### config.mk
export PLATFORM = sky130hd
export DESIGN_NAME = float32_approx_equal_flat
export DESIGN_NICKNAME = d
export VERILOG_FILES = /design/src/hdl/fae_pkg.sv /design/src/hdl/fae_if.sv /design/src/hdl/fae_cfg.sv /design/src/hdl/fae_sub.sv /design/src/hdl/fae_mul.sv /design/src/hdl/float32_approx_equal.sv /design/src/flat_wrapper.sv
export VERILOG_INCLUDE_DIRS = /design/src /design/src/hdl
export SDC_FILE = /design/constraint.sdc
export NUM_CORES = 2
export LEC_CHECK = 0
export BUFFER_PORTS_ARGS = -buffer_cell sky130_fd_sc_hd__buf_2
export CAP_MARGIN = 20
export CORE_ASPECT_RATIO = 1.25
export CORE_MARGIN = 2
export CORE_UTILIZATION = 62
export DETAILED_ROUTE_END_ITERATION = 10
export HOLD_SLACK_MARGIN = 0.03
export PLACE_DENSITY = 0.8
export RECOVER_POWER = 50
export REMOVE_ABC_BUFFERS = 1
export SETUP_SLACK_MARGIN = 0.2
export SLEW_MARGIN = 5
export SYNTH_ARGS = -nofsm -noshare
export SYNTH_HDL_FRONTEND = slang
export SYNTH_SLANG_ARGS = --single-unit
### constraint.sdc
create_clock -name clk_i -period 9.1 [get_ports clk_i]
set_clock_uncertainty 0.2 [all_clocks]
set_input_delay 0.455 -clock clk_i [delete_from_list [all_inputs] [get_ports clk_i]]
set_output_delay 0.455 -clock clk_i [all_outputs]
set_load 0.05 [all_outputs]
### src/hdl/float32_approx_equal_macros.svh
// Assertion macros shared by the float32 approximate-equality block.
`ifndef FLOAT32_APPROX_EQUAL_MACROS_SVH
`define FLOAT32_APPROX_EQUAL_MACROS_SVH

// Checks a property on every rising clock edge outside of reset.
`define FAE_ASSERT(lbl, prop, msg) \
  lbl: assert property (@(posedge clk_i) disable iff (!rst_ni) prop) else $error(msg);

// Checks that a signal holds its value in the cycle after a condition.
`define FAE_ASSERT_HOLD(lbl, cond, sig, msg) \
  lbl: assert property (@(posedge clk_i) disable iff (!rst_ni) \
    (cond) |=> $stable(sig)) else $error(msg);

`endif

### src/hdl/fae_pkg.sv
// Package with types, constants and helper functions of the float32 comparator.
package fae_pkg;

  localparam logic [30:0] ExpAllOnes = 31'h7F800000;
  localparam logic [31:0] QuietNan   = 32'h7FC00000;
  localparam logic [31:0] PosInf     = 32'h7F800000;

  // Configuration register indexes.
  typedef enum logic [1:0] {
    CFG_ABS_TOL = 2'd0,
    CFG_REL_TOL = 2'd1,
    CFG_ULP_LIM = 2'd2
  } cfg_idx_e;

  typedef struct packed {
    logic [31:0] abs_tol;
    logic [31:0] rel_tol;
    logic [31:0] ulp_limit;
  } cfg_t;

  // Load enables of the three internal pipeline stages.
  typedef struct packed {
    logic s1;
    logic s2;
    logic s3;
  } stage_en_t;

  // Leading zero count of a 28-bit word (28 when the word is zero).
  function automatic logic [4:0] lzc28(input logic [27:0] v);
    logic [4:0] n;
    logic       found;
    n     = 5'd28;
    found = 1'b0;
    for (int i = 27; i >= 0; i--) begin
      if (v[i] && !found) begin
        n     = 5'(27 - i);
        found = 1'b1;
      end
    end
    return n;
  endfunction

  // Leading zero count of a 48-bit word (48 when the word is zero).
  function automatic logic [5:0] lzc48(input logic [47:0] v);
    logic [5:0] n;
    logic       found;
    n     = 6'd48;
    found = 1'b0;
    for (int i = 47; i >= 0; i--) begin
      if (v[i] && !found) begin
        n     = 6'(47 - i);
        found = 1'b1;
      end
    end
    return n;
  endfunction

  function automatic logic is_nan(input logic [31:0] f);
    return f[30:0] > ExpAllOnes;
  endfunction

  // Ordered x <= y on float32 patterns; false when either side is NaN.
  function automatic logic fle(input logic [31:0] x, input logic [31:0] y);
    logic r;
    if (is_nan(x) || is_nan(y)) begin
      r = 1'b0;
    end else if (x[30:0] == 31'd0 && y[30:0] == 31'd0) begin
      r = 1'b1;
    end else if (x[31] != y[31]) begin
      r = x[31];
    end else if (!x[31]) begin
      r = x[30:0] <= y[30:0];
    end else begin
      r = x[30:0] >= y[30:0];
    end
    return r;
  endfunction

endpackage

### src/hdl/fae_if.sv
// Valid/ready channel interfaces of the float32 comparator.
interface fae_pair_if;
  logic        valid;
  logic        ready;
  logic        mode;
  logic [31:0] value_a;
  logic [31:0] value_b;
  modport source (output valid, mode, value_a, value_b, input ready);
  modport sink (input valid, mode, value_a, value_b, output ready);
endinterface

interface fae_result_if;
  logic valid;
  logic ready;
  logic alike;
  modport source (output valid, alike, input ready);
  modport sink (input valid, alike, output ready);
endinterface

interface fae_cfg_if;
  logic        valid;
  logic        ready;
  logic [1:0]  index;
  logic [31:0] data;
  modport source (output valid, index, data, input ready);
  modport sink (input valid, index, data, output ready);
endinterface

### src/hdl/fae_cfg.sv
// Configuration register file holding the three tolerances.
module fae_cfg (
  input  logic          clk_i,
  input  logic          rst_ni,
  fae_cfg_if.sink       cfg_i,
  output fae_pkg::cfg_t regs_o
);
  import fae_pkg::*;

  cfg_t regs_q;

  assign cfg_i.ready = 1'b1;
  assign regs_o      = regs_q;

  // Write one register per beat; the unused index is dropped.
  always_ff @(posedge clk_i or negedge rst_ni) begin
    if (!rst_ni) begin
      regs_q.abs_tol   <= '0;
      regs_q.rel_tol   <= '0;
      regs_q.ulp_limit <= 32'd4;
    end else if (cfg_i.valid) begin
      case (cfg_i.index)
        CFG_ABS_TOL: regs_q.abs_tol   <= cfg_i.data;
        CFG_REL_TOL: regs_q.rel_tol   <= cfg_i.data;
        CFG_ULP_LIM: regs_q.ulp_limit <= cfg_i.data;
        default: ;
      endcase
    end
  end

endmodule

### src/hdl/fae_sub.sv
// Pipelined float32 subtractor giving the rounded magnitude |a - b|.
module fae_sub (
  input  logic               clk_i,
  input  fae_pkg::stage_en_t en_i,
  input  logic [31:0]        a_i,
  input  logic [31:0]        b_i,
  output logic [31:0]        diff_o
);
  import fae_pkg::*;

  // Stage 1: order operands by magnitude and classify specials.
  logic [30:0] ma, mb, mx, my;
  logic        swap, nan_a, nan_b, inf_a, inf_b, eff_sub;
  logic [7:0]  ex_eff, ey_eff;
  logic [23:0] s1_mx_d, s1_my_d;
  logic [23:0] s1_mx_q, s1_my_q;
  logic [7:0]  s1_ex_q, s1_d_q;
  logic        s1_sub_q, s1_nan_q, s1_inf_q;

  always_comb begin
    ma      = a_i[30:0];
    mb      = b_i[30:0];
    swap    = mb > ma;
    mx      = swap ? mb : ma;
    my      = swap ? ma : mb;
    nan_a   = ma > ExpAllOnes;
    nan_b   = mb > ExpAllOnes;
    inf_a   = ma == ExpAllOnes;
    inf_b   = mb == ExpAllOnes;
    eff_sub = a_i[31] == b_i[31];
    ex_eff  = (mx[30:23] == 8'd0) ? 8'd1 : mx[30:23];
    ey_eff  = (my[30:23] == 8'd0) ? 8'd1 : my[30:23];
    s1_mx_d = {mx[30:23] != 8'd0, mx[22:0]};
    s1_my_d = {my[30:23] != 8'd0, my[22:0]};
  end

  always_ff @(posedge clk_i) begin
    if (en_i.s1) begin
      s1_mx_q  <= s1_mx_d;
      s1_my_q  <= s1_my_d;
      s1_ex_q  <= ex_eff;
      s1_d_q   <= ex_eff - ey_eff;
      s1_sub_q <= eff_sub;
      s1_nan_q <= nan_a || nan_b || (inf_a && inf_b && eff_sub);
      s1_inf_q <= (inf_a || inf_b) && !(nan_a || nan_b || (inf_a && inf_b && eff_sub));
    end
  end

  // Stage 2: align the smaller operand with guard, round and sticky bits, then add.
  logic [4:0]  dc;
  logic [53:0] wide;
  logic [26:0] aligned;
  logic [27:0] s2_sum_d, s2_sum_q;
  logic [7:0]  s2_ex_q;
  logic        s2_nan_q, s2_inf_q;

  always_comb begin
    dc       = (s1_d_q > 8'd27) ? 5'd27 : s1_d_q[4:0];
    wide     = {s1_my_q, 3'b000, 27'd0} >> dc;
    aligned  = {wide[53:28], wide[27] | (|wide[26:0])};
    s2_sum_d = s1_sub_q ? ({1'b0, s1_mx_q, 3'b000} - {1'b0, aligned})
                        : ({1'b0, s1_mx_q, 3'b000} + {1'b0, aligned});
  end

  always_ff @(posedge clk_i) begin
    if (en_i.s2) begin
      s2_sum_q <= s2_sum_d;
      s2_ex_q  <= s1_ex_q;
      s2_nan_q <= s1_nan_q;
      s2_inf_q <= s1_inf_q;
    end
  end

  // Stage 3: normalize, stopping at the smallest exponent for denormals.
  logic [4:0]  lz;
  logic [7:0]  shl;
  logic [26:0] s3_n_d, s3_n_q;
  logic [8:0]  s3_e_d, s3_e_q;
  logic        s3_zero_q, s3_nan_q, s3_inf_q;

  always_comb begin
    lz  = lzc28(s2_sum_q);
    shl = ({3'b000, lz} - 8'd1 < s2_ex_q - 8'd1) ? ({3'b000, lz} - 8'd1) : (s2_ex_q - 8'd1);
    if (s2_sum_q[27]) begin
      s3_n_d = {s2_sum_q[27:2], s2_sum_q[1] | s2_sum_q[0]};
      s3_e_d = {1'b0, s2_ex_q} + 9'd1;
    end else begin
      s3_n_d = s2_sum_q[26:0] << shl;
      s3_e_d = {1'b0, s2_ex_q} - {1'b0, shl};
    end
  end

  always_ff @(posedge clk_i) begin
    if (en_i.s3) begin
      s3_n_q    <= s3_n_d;
      s3_e_q    <= s3_e_d;
      s3_zero_q <= s2_sum_q == 28'd0;
      s3_nan_q  <= s2_nan_q;
      s3_inf_q  <= s2_inf_q;
    end
  end

  // Round to nearest even and pack; a rounding carry moves into the exponent.
  logic [7:0]  enc;
  logic        up;
  logic [31:0] packed_mag;

  always_comb begin
    enc        = s3_n_q[26] ? s3_e_q[7:0] : 8'd0;
    up         = s3_n_q[2] && (s3_n_q[1] || s3_n_q[0] || s3_n_q[3]);
    packed_mag = {1'b0, enc, s3_n_q[25:3]} + {31'd0, up};
    if (s3_nan_q) begin
      diff_o = QuietNan;
    end else if (s3_inf_q || s3_e_q >= 9'd255) begin
      diff_o = PosInf;
    end else if (s3_zero_q) begin
      diff_o = 32'd0;
    end else begin
      diff_o = packed_mag;
    end
  end

endmodule

### src/hdl/fae_mul.sv
// Pipelined float32 multiplier forming max(|a|,|b|) times the relative tolerance.
module fae_mul (
  input  logic               clk_i,
  input  fae_pkg::stage_en_t en_i,
  input  logic [31:0]        a_i,
  input  logic [31:0]        b_i,
  input  logic [31:0]        rel_i,
  output logic [31:0]        bound_o
);
  import fae_pkg::*;

  // Stage 1: pick the larger magnitude (a wins on NaN) and unpack both factors.
  logic [30:0] ma, mb, ml, mr;
  logic        nan_l, nan_r, inf_l, inf_r, zero_l, zero_r, nan_p;
  logic [23:0] s1_ml_q, s1_mr_q;
  logic [7:0]  s1_el_q, s1_er_q;
  logic        s1_nan_q, s1_inf_q, s1_zero_q, s1_sign_q;

  always_comb begin
    ma     = a_i[30:0];
    mb     = b_i[30:0];
    ml     = (ma <= ExpAllOnes && mb <= ExpAllOnes && mb > ma) ? mb : ma;
    mr     = rel_i[30:0];
    nan_l  = ml > ExpAllOnes;
    nan_r  = mr > ExpAllOnes;
    inf_l  = ml == ExpAllOnes;
    inf_r  = mr == ExpAllOnes;
    zero_l = ml == 31'd0;
    zero_r = mr == 31'd0;
    nan_p  = nan_l || nan_r || (inf_l && zero_r) || (inf_r && zero_l);
  end

  always_ff @(posedge clk_i) begin
    if (en_i.s1) begin
      s1_ml_q   <= {ml[30:23] != 8'd0, ml[22:0]};
      s1_mr_q   <= {mr[30:23] != 8'd0, mr[22:0]};
      s1_el_q   <= (ml[30:23] == 8'd0) ? 8'd1 : ml[30:23];
      s1_er_q   <= (mr[30:23] == 8'd0) ? 8'd1 : mr[30:23];
      s1_nan_q  <= nan_p;
      s1_inf_q  <= (inf_l || inf_r) && !nan_p;
      s1_zero_q <= (zero_l || zero_r) && !nan_p;
      s1_sign_q <= rel_i[31];
    end
  end

  // Stage 2: mantissa product and exponent sum.
  logic [47:0] s2_p_q;
  logic [8:0]  s2_esum_q;
  logic        s2_nan_q, s2_inf_q, s2_zero_q, s2_sign_q;

  always_ff @(posedge clk_i) begin
    if (en_i.s2) begin
      s2_p_q    <= s1_ml_q * s1_mr_q;
      s2_esum_q <= {1'b0, s1_el_q} + {1'b0, s1_er_q};
      s2_nan_q  <= s1_nan_q;
      s2_inf_q  <= s1_inf_q;
      s2_zero_q <= s1_zero_q;
      s2_sign_q <= s1_sign_q;
    end
  end

  // Stage 3: bring the leading one to the top and work out the exponent.
  logic [5:0]         lz;
  logic [47:0]        s3_pn_q;
  logic signed [10:0] s3_er_q;
  logic               s3_nan_q, s3_inf_q, s3_zero_q, s3_sign_q;

  assign lz = lzc48(s2_p_q);

  always_ff @(posedge clk_i) begin
    if (en_i.s3) begin
      s3_pn_q   <= s2_p_q << lz;
      s3_er_q   <= $signed({2'b00, s2_esum_q}) - 11'sd126 - $signed({5'd0, lz});
      s3_nan_q  <= s2_nan_q;
      s3_inf_q  <= s2_inf_q;
      s3_zero_q <= s2_zero_q || (s2_p_q == 48'd0);
      s3_sign_q <= s2_sign_q;
    end
  end

  // Denormalize small results, then round to nearest even and pack.
  logic               normal;
  logic signed [10:0] sh_full;
  logic [5:0]         shc;
  logic [95:0]        wide;
  logic [23:0]        m;
  logic               guard, sticky, up;
  logic [7:0]         enc;
  logic [31:0]        mag;

  always_comb begin
    normal  = s3_er_q >= 11'sd1;
    sh_full = 11'sd1 - s3_er_q;
    shc     = normal ? 6'd0 : ((sh_full > 11'sd48) ? 6'd48 : sh_full[5:0]);
    wide    = {s3_pn_q, 48'd0} >> shc;
    m       = wide[95:72];
    guard   = wide[71];
    sticky  = |wide[70:0];
    up      = guard && (sticky || m[0]);
    enc     = normal ? s3_er_q[7:0] : 8'd0;
    mag     = {1'b0, enc, m[22:0]} + {31'd0, up};
    if (s3_nan_q) begin
      bound_o = QuietNan;
    end else if (s3_inf_q || s3_er_q >= 11'sd255) begin
      bound_o = {s3_sign_q, PosInf[30:0]};
    end else if (s3_zero_q) begin
      bound_o = {s3_sign_q, 31'd0};
    end else begin
      bound_o = {s3_sign_q, mag[30:0]};
    end
  end

endmodule

### src/hdl/float32_approx_equal.sv
// Top level of the float32 approximate-equality comparator.
//
// The block compares two float32 bit patterns and answers whether they are approximately
// equal, using the absolute tolerance first and then either a relative tolerance (mode 0)
// or a distance in units in the last place (mode 1). It takes one operand pair per beat in
// every cycle unless a stalled output holds a full pipeline, and returns one result beat per
// pair, in order. The path has four register stages: unpack and order the operands, align
// and add beside the 24 by 24 mantissa product, normalize, and a round-and-compare stage
// that feeds the output register. An accepted pair passes through these stages in order,
// and its verdict waits in the output register until it is taken. A stalled output holds
// the pipeline stage by stage, so bubbles are squeezed out before any upstream stage stops.
// Configuration beats are always taken and should be sent while the pipeline is empty.
module float32_approx_equal (
  input  logic      clk_i,
  input  logic      rst_ni,
  fae_pair_if.sink   pair_i,
  fae_result_if.source result_o,
  fae_cfg_if.sink    cfg_i
);
  import fae_pkg::*;

  cfg_t      cfg;
  stage_en_t en;
  logic      en_out;
  logic      v1_q, v2_q, v3_q, out_valid_q, alike_q;
  logic [31:0] diff, bound;

  fae_cfg u_cfg (
    .clk_i  (clk_i),
    .rst_ni (rst_ni),
    .cfg_i  (cfg_i),
    .regs_o (cfg)
  );

  // A stage loads when it is empty or the stage after it moves on.
  assign en_out      = !out_valid_q || result_o.ready;
  assign en.s3       = !v3_q || en_out;
  assign en.s2       = !v2_q || en.s3;
  assign en.s1       = !v1_q || en.s2;
  assign pair_i.ready = en.s1;

  fae_sub u_sub (
    .clk_i  (clk_i),
    .en_i   (en),
    .a_i    (pair_i.value_a),
    .b_i    (pair_i.value_b),
    .diff_o (diff)
  );

  fae_mul u_mul (
    .clk_i   (clk_i),
    .en_i    (en),
    .a_i     (pair_i.value_a),
    .b_i     (pair_i.value_b),
    .rel_i   (cfg.rel_tol),
    .bound_o (bound)
  );

  // Integer distance of the bit patterns; only meaningful when the signs agree.
  logic [31:0] raw_dist;
  logic [30:0] dist_d;
  assign raw_dist = pair_i.value_a - pair_i.value_b;
  assign dist_d   = raw_dist[31] ? 31'(-raw_dist) : raw_dist[30:0];

  logic        s1_mode_q, s2_mode_q, s3_mode_q;
  logic        s1_sdif_q, s2_sdif_q, s3_sdif_q;
  logic [30:0] s1_dist_q, s2_dist_q, s3_dist_q;

  // Side data for the ULP test travels with the arithmetic stages.
  always_ff @(posedge clk_i) begin
    if (en.s1) begin
      s1_mode_q <= pair_i.mode;
      s1_sdif_q <= pair_i.value_a[31] ^ pair_i.value_b[31];
      s1_dist_q <= dist_d;
    end
    if (en.s2) begin
      s2_mode_q <= s1_mode_q;
      s2_sdif_q <= s1_sdif_q;
      s2_dist_q <= s1_dist_q;
    end
    if (en.s3) begin
      s3_mode_q <= s2_mode_q;
      s3_sdif_q <= s2_sdif_q;
      s3_dist_q <= s2_dist_q;
    end
  end

  // Valid bits of each stage and of the output register.
  always_ff @(posedge clk_i or negedge rst_ni) begin
    if (!rst_ni) begin
      v1_q        <= 1'b0;
      v2_q        <= 1'b0;
      v3_q        <= 1'b0;
      out_valid_q <= 1'b0;
    end else begin
      if (en.s1) v1_q <= pair_i.valid;
      if (en.s2) v2_q <= v1_q;
      if (en.s3) v3_q <= v2_q;
      if (en_out) out_valid_q <= v3_q;
    end
  end

  // Final decision: absolute test, then the relative or the ULP test.
  logic ulp_ok, alike_d;
  always_comb begin
    ulp_ok = !s3_sdif_q && !cfg.ulp_limit[31] && (s3_dist_q <= cfg.ulp_limit[30:0]);
    if (fle(diff, cfg.abs_tol)) begin
      alike_d = 1'b1;
    end else if (!s3_mode_q) begin
      alike_d = fle(diff, bound);
    end else begin
      alike_d = ulp_ok;
    end
  end

  always_ff @(posedge clk_i) begin
    if (en_out) alike_q <= alike_d;
  end

  assign result_o.valid = out_valid_q;
  assign result_o.alike = alike_q;

  `include "float32_approx_equal_macros.svh"

  `FAE_ASSERT(a_accept_fills_s1, pair_i.valid && pair_i.ready |=> v1_q, "accepted beat lost")
  `FAE_ASSERT(a_stall_holds_s3, out_valid_q && !result_o.ready && v3_q |=> v3_q,
              "stage 3 dropped a beat during an output stall")
  `FAE_ASSERT_HOLD(a_stall_holds_mode, out_valid_q && !result_o.ready && v3_q, s3_mode_q,
                   "stage 3 payload changed during an output stall")
  `FAE_ASSERT(a_full_not_ready, v1_q && v2_q && v3_q && out_valid_q && !result_o.ready
              |-> !pair_i.ready, "full pipeline took a new beat")

endmodule

### src/flat_wrapper.sv
// flat-port wrapper written by rule: the top's interface ports become plain ports
module float32_approx_equal_flat import fae_pkg::*;
  (clk_i, rst_ni, pair_i_valid, pair_i_mode, pair_i_value_a, pair_i_value_b, pair_i_ready, result_o_valid, result_o_alike, result_o_ready, cfg_i_valid, cfg_i_index, cfg_i_data, cfg_i_ready);
  fae_pair_if pair_i_i ();
  fae_result_if result_o_i ();
  fae_cfg_if cfg_i_i ();
  input  logic clk_i;
  input  logic rst_ni;
  input wire logic [$bits(pair_i_i.valid)-1:0] pair_i_valid;
  input wire logic [$bits(pair_i_i.mode)-1:0] pair_i_mode;
  input wire logic [$bits(pair_i_i.value_a)-1:0] pair_i_value_a;
  input wire logic [$bits(pair_i_i.value_b)-1:0] pair_i_value_b;
  output wire logic [$bits(pair_i_i.ready)-1:0] pair_i_ready;
  output wire logic [$bits(result_o_i.valid)-1:0] result_o_valid;
  output wire logic [$bits(result_o_i.alike)-1:0] result_o_alike;
  input wire logic [$bits(result_o_i.ready)-1:0] result_o_ready;
  input wire logic [$bits(cfg_i_i.valid)-1:0] cfg_i_valid;
  input wire logic [$bits(cfg_i_i.index)-1:0] cfg_i_index;
  input wire logic [$bits(cfg_i_i.data)-1:0] cfg_i_data;
  output wire logic [$bits(cfg_i_i.ready)-1:0] cfg_i_ready;
  assign pair_i_i.valid = pair_i_valid;
  assign pair_i_i.mode = pair_i_mode;
  assign pair_i_i.value_a = pair_i_value_a;
  assign pair_i_i.value_b = pair_i_value_b;
  assign pair_i_ready = pair_i_i.ready;
  assign result_o_valid = result_o_i.valid;
  assign result_o_alike = result_o_i.alike;
  assign result_o_i.ready = result_o_ready;
  assign cfg_i_i.valid = cfg_i_valid;
  assign cfg_i_i.index = cfg_i_index;
  assign cfg_i_i.data = cfg_i_data;
  assign cfg_i_ready = cfg_i_i.ready;
  float32_approx_equal u_core (.clk_i(clk_i), .rst_ni(rst_ni), .pair_i(pair_i_i), .result_o(result_o_i), .cfg_i(cfg_i_i));
endmodule
==> results.json <==
{
  "drtPass1Iterations": 8,
  "core_area_um2": 91700,
  "yosysWarningCount": 0,
  "grt_pass1_vias": 47500,
  "slew_headroom_pct": -141,
  "synth_edf_count": 436,
  "yosysMostFrequentCell": "inv_1",
  "antenna_left": 0,
  "viasPerCell": 6.35,
  "met3_usage_pct": 5.77,
  "critPathArrivalTime_ns": 8.59,
  "failed_checks": "max-capacitance violations, max-slew violations",
  "async_flop_share_pct": 18.7,
  "cts_root_buf": "clkbuf_16",
  "finalNetCount": 7333,
  "io_pins": 108,
  "ys_seq_area_share_pct": 27.1,
  "busiest_layer": "met2",
  "clock_sinks": 536,
  "grtUsageMet1_pct": 44.0,
  "startpoint_type": "flop",
  "initial_core_util_pct": 62.7,
  "finalWorstSetupSlack_ns": 0.683,
  "num-fill-cells": 7095,
  "tightest_slew_ns": 3.61,
  "synth_flop_cell": "edfxtp_1",
  "grt_setup_unrepaired": "false",
  "grt_usage_pct": 36.6,
  "slowest_stage": "fa_1",
  "pre_cts_ws_ns": 0.537,
  "max-cap-violations": 9,
  "layout-drive-gt1-share_pct": 8.22,
  "ys_seq_elements": 536,
  "synth_cell_types": 105,
  "synth.avg_cell_area_um2": 9.24,
  "antenna_found_initial": 10,
  "max_stage_delay_ns": 0.60,
  "fin_tns_setup_ns": 0,
  "cts_inserted_buffers": 56,
  "yosys-top-cells-count": "767 x inv_1, 766 x nand2_1, 488 x fa_1",
  "clk_path_buf_depth": 3,
  "multi_input_area_um2": 37900,
  "routed_wl_um": 175000,
  "dieArea_um2": 95200,
  "place_congestion": 1.03,
  "die-height_um": 344,
  "synth_cells": 6220,
  "fp-row-count": 124,
  "synth_area_leaders": "edfxtp_1 23%, fa_1 17%, ha_1 9.2%",
  "routedWlPerCell_um": 23.2,
  "critPathKind": "reg2reg",
  "yosysTopAreaCell": "edfxtp_1",
  "num_vias": 48000,
  "min_period_ns": 8.42,
  "fin_crit_sh_pct": 92.5,
  "area_growth_pct": 8.50,
  "grt_pass1_wl_um": 270000,
  "grt_max_degree": 94,
  "end_kind": "flop",
  "critPathMostFrequentCell": "fa_1",
  "status": "finished with violations",
  "io_buffer_count": 106,
  "synth_top_cell_area_share_pct": 22.8,
  "cts_tree": "yes",
  "gr-total-overflow": 0,
  "drt-initial-drc-count": 4953,
  "drv_slew": 443,
  "htree_levels": 2,
  "critPathRequiredTime_ns": 9.27,
  "hold_violations": 0,
  "hp-class": "in2reg",
  "path_max_fanout": 15,
  "finalSetupViolCount": 0,
  "ff_latch_area_um2": 15600,
  "syn_area_um2": 57500,
  "hpwl_um": 138000,
  "met2_usage_pct": 62.3,
  "cts.clk_slew.worst_paths_ns": 0.07,
  "die_w_um": 276,
  "clk_latency_ns": 0.67,
  "fmax_mhz": 119,
  "drc": 0
}
worst paths after layout:
path                                                               to                               from  slack [ns]  cells after the start
worst max-delay path                u_core.u_mul.s2_p_q[45]$_DFFE_PP_  u_core.u_mul.s1_mr_q[1]$_DFFE_PP_        0.68                     28
worst min-delay path            u_core.u_mul.s1_el_q[2]$_SDFFCE_PN0P_                 pair_i_value_b[25]        0.07                      3
worst max register to register      u_core.u_mul.s2_p_q[45]$_DFFE_PP_  u_core.u_mul.s1_mr_q[1]$_DFFE_PP_        0.68                     28
worst min register to register       u_core.u_mul.s2_zero_q$_DFFE_PP_   u_core.u_mul.s1_zero_q$_DFFE_PP_        0.20                      0
max in group asynchronous         u_core.u_cfg.regs_o[47]$_DFFE_PN0P_                             rst_ni        3.60                      3
min in group asynchronous         u_core.u_cfg.regs_o[89]$_DFFE_PN0P_                             rst_ni        0.75                      2
flip-flops by register name, summed over array words and instances, names as in the netlist, 24 cells and up:
| name | cells |
|---|---|
| u_core.u_sub.s1_mx_q | 24 |
| u_core.u_mul.s1_mr_q | 24 |
| u_core.u_sub.s1_my_q | 24 |
| u_core.s2_dist_q | 31 |
| u_core.u_sub.s3_n_q | 27 |
| u_core.u_mul.s1_ml_q | 24 |
| u_core.u_mul.s3_pn_q | 48 |
| u_core.u_sub.s2_sum_q | 28 |
| u_core.s3_dist_q | 31 |
| u_core.s1_dist_q | 31 |
| u_core.u_cfg.regs_o | 96 |
| u_core.u_mul.s2_p_q | 48 |
metrics by stage:
stage | instances | area [µm²] | util, % | hold WS, ns
after detailed placement | 7355 | 59400 | 64.8 | 0.205
after CTS | 7552 | 62300 | 68.0 | 0.0303
after global placement | 7355 | 59400 | 64.8 | 0.203
after global routing | 7564 | 62400 | 68.0 | 0.0583
final | 7566 | 62400 | 68.0 | 0.0670
after floorplan | 5931 | 56300 | - | -0.0406
placed cells by master, fill, tap and decap left out, drive strengths merged, types with 87 or more instances in the layout:
cell and n:
mux2 107, o21ai 358, mux2i 240, a21oi 267, fa 488, dfrtp 99, ha 425, dlygate4sd3 91
buf 216, and2 250, clkbuf 87, inv 777, nor3 110, nor2 369, nand3 118, xnor2 153
nand2 767, edfxtp 436
critical path: cells and delay by family, from the launching register on:
| kind | cells | cell delay, ns |
|---|---|---|
| compound gates | 10 | 2.14 |
| xor+xnor | 1 | 0.09 |
| fa+ha+maj | 8 | 3.93 |
| buf+inv | 4 | 0.53 |
| flops | 1 | 0.54 |
| simple gates | 5 | 0.71 |
logic make-up (layout without fill, tap and decap cells):
logic type,after synthesis,after routing,share of synthesized area (%)
other,1,6,0.00652
buffers and inverters,1064,1208,7.06
adder cells (fa/ha/maj),913,913,26.2
XOR/XNOR,220,220,3.35
multiplexers,369,369,7.14
flip-flops,536,536,27.1
AO/OA/AOI/OAI,1127,1127,12.5
AND/OR/NAND/NOR,1990,1990,16.6
cell type report:
cell class | count | area share, %
tap | 1197 | 2.40
clock buffer | 67 | 2.38
multi-input combinational | 4620 | 60.8
timing repair buffer | 327 | 3.82
antenna | 5 | 0.0201
clock inverter | 39 | 0.893
sequential | 536 | 25.0
inverter | 775 | 4.66
layer usage:
metal,share of wire (%),wire length (µm)
met5,0.038,66
met1,37,64500
met2,48,83500
met4,7.2,12700
met3,8.3,14500
what timing repair did:
| action | in CTS | in global routing |
|---|---|---|
| setup buffers | 0 | 8 |
| hold buffers | 91 | 0 |
| endpoints found under the setup margin | 0 | 3 |
| endpoints found under the hold margin | 180 | 0 |
| gates resized for setup | 0 | 4 |
Power is left out: the tool's default activity adds up to more than one toggle a clock period on the data nets, which glitch-free logic cannot reach.
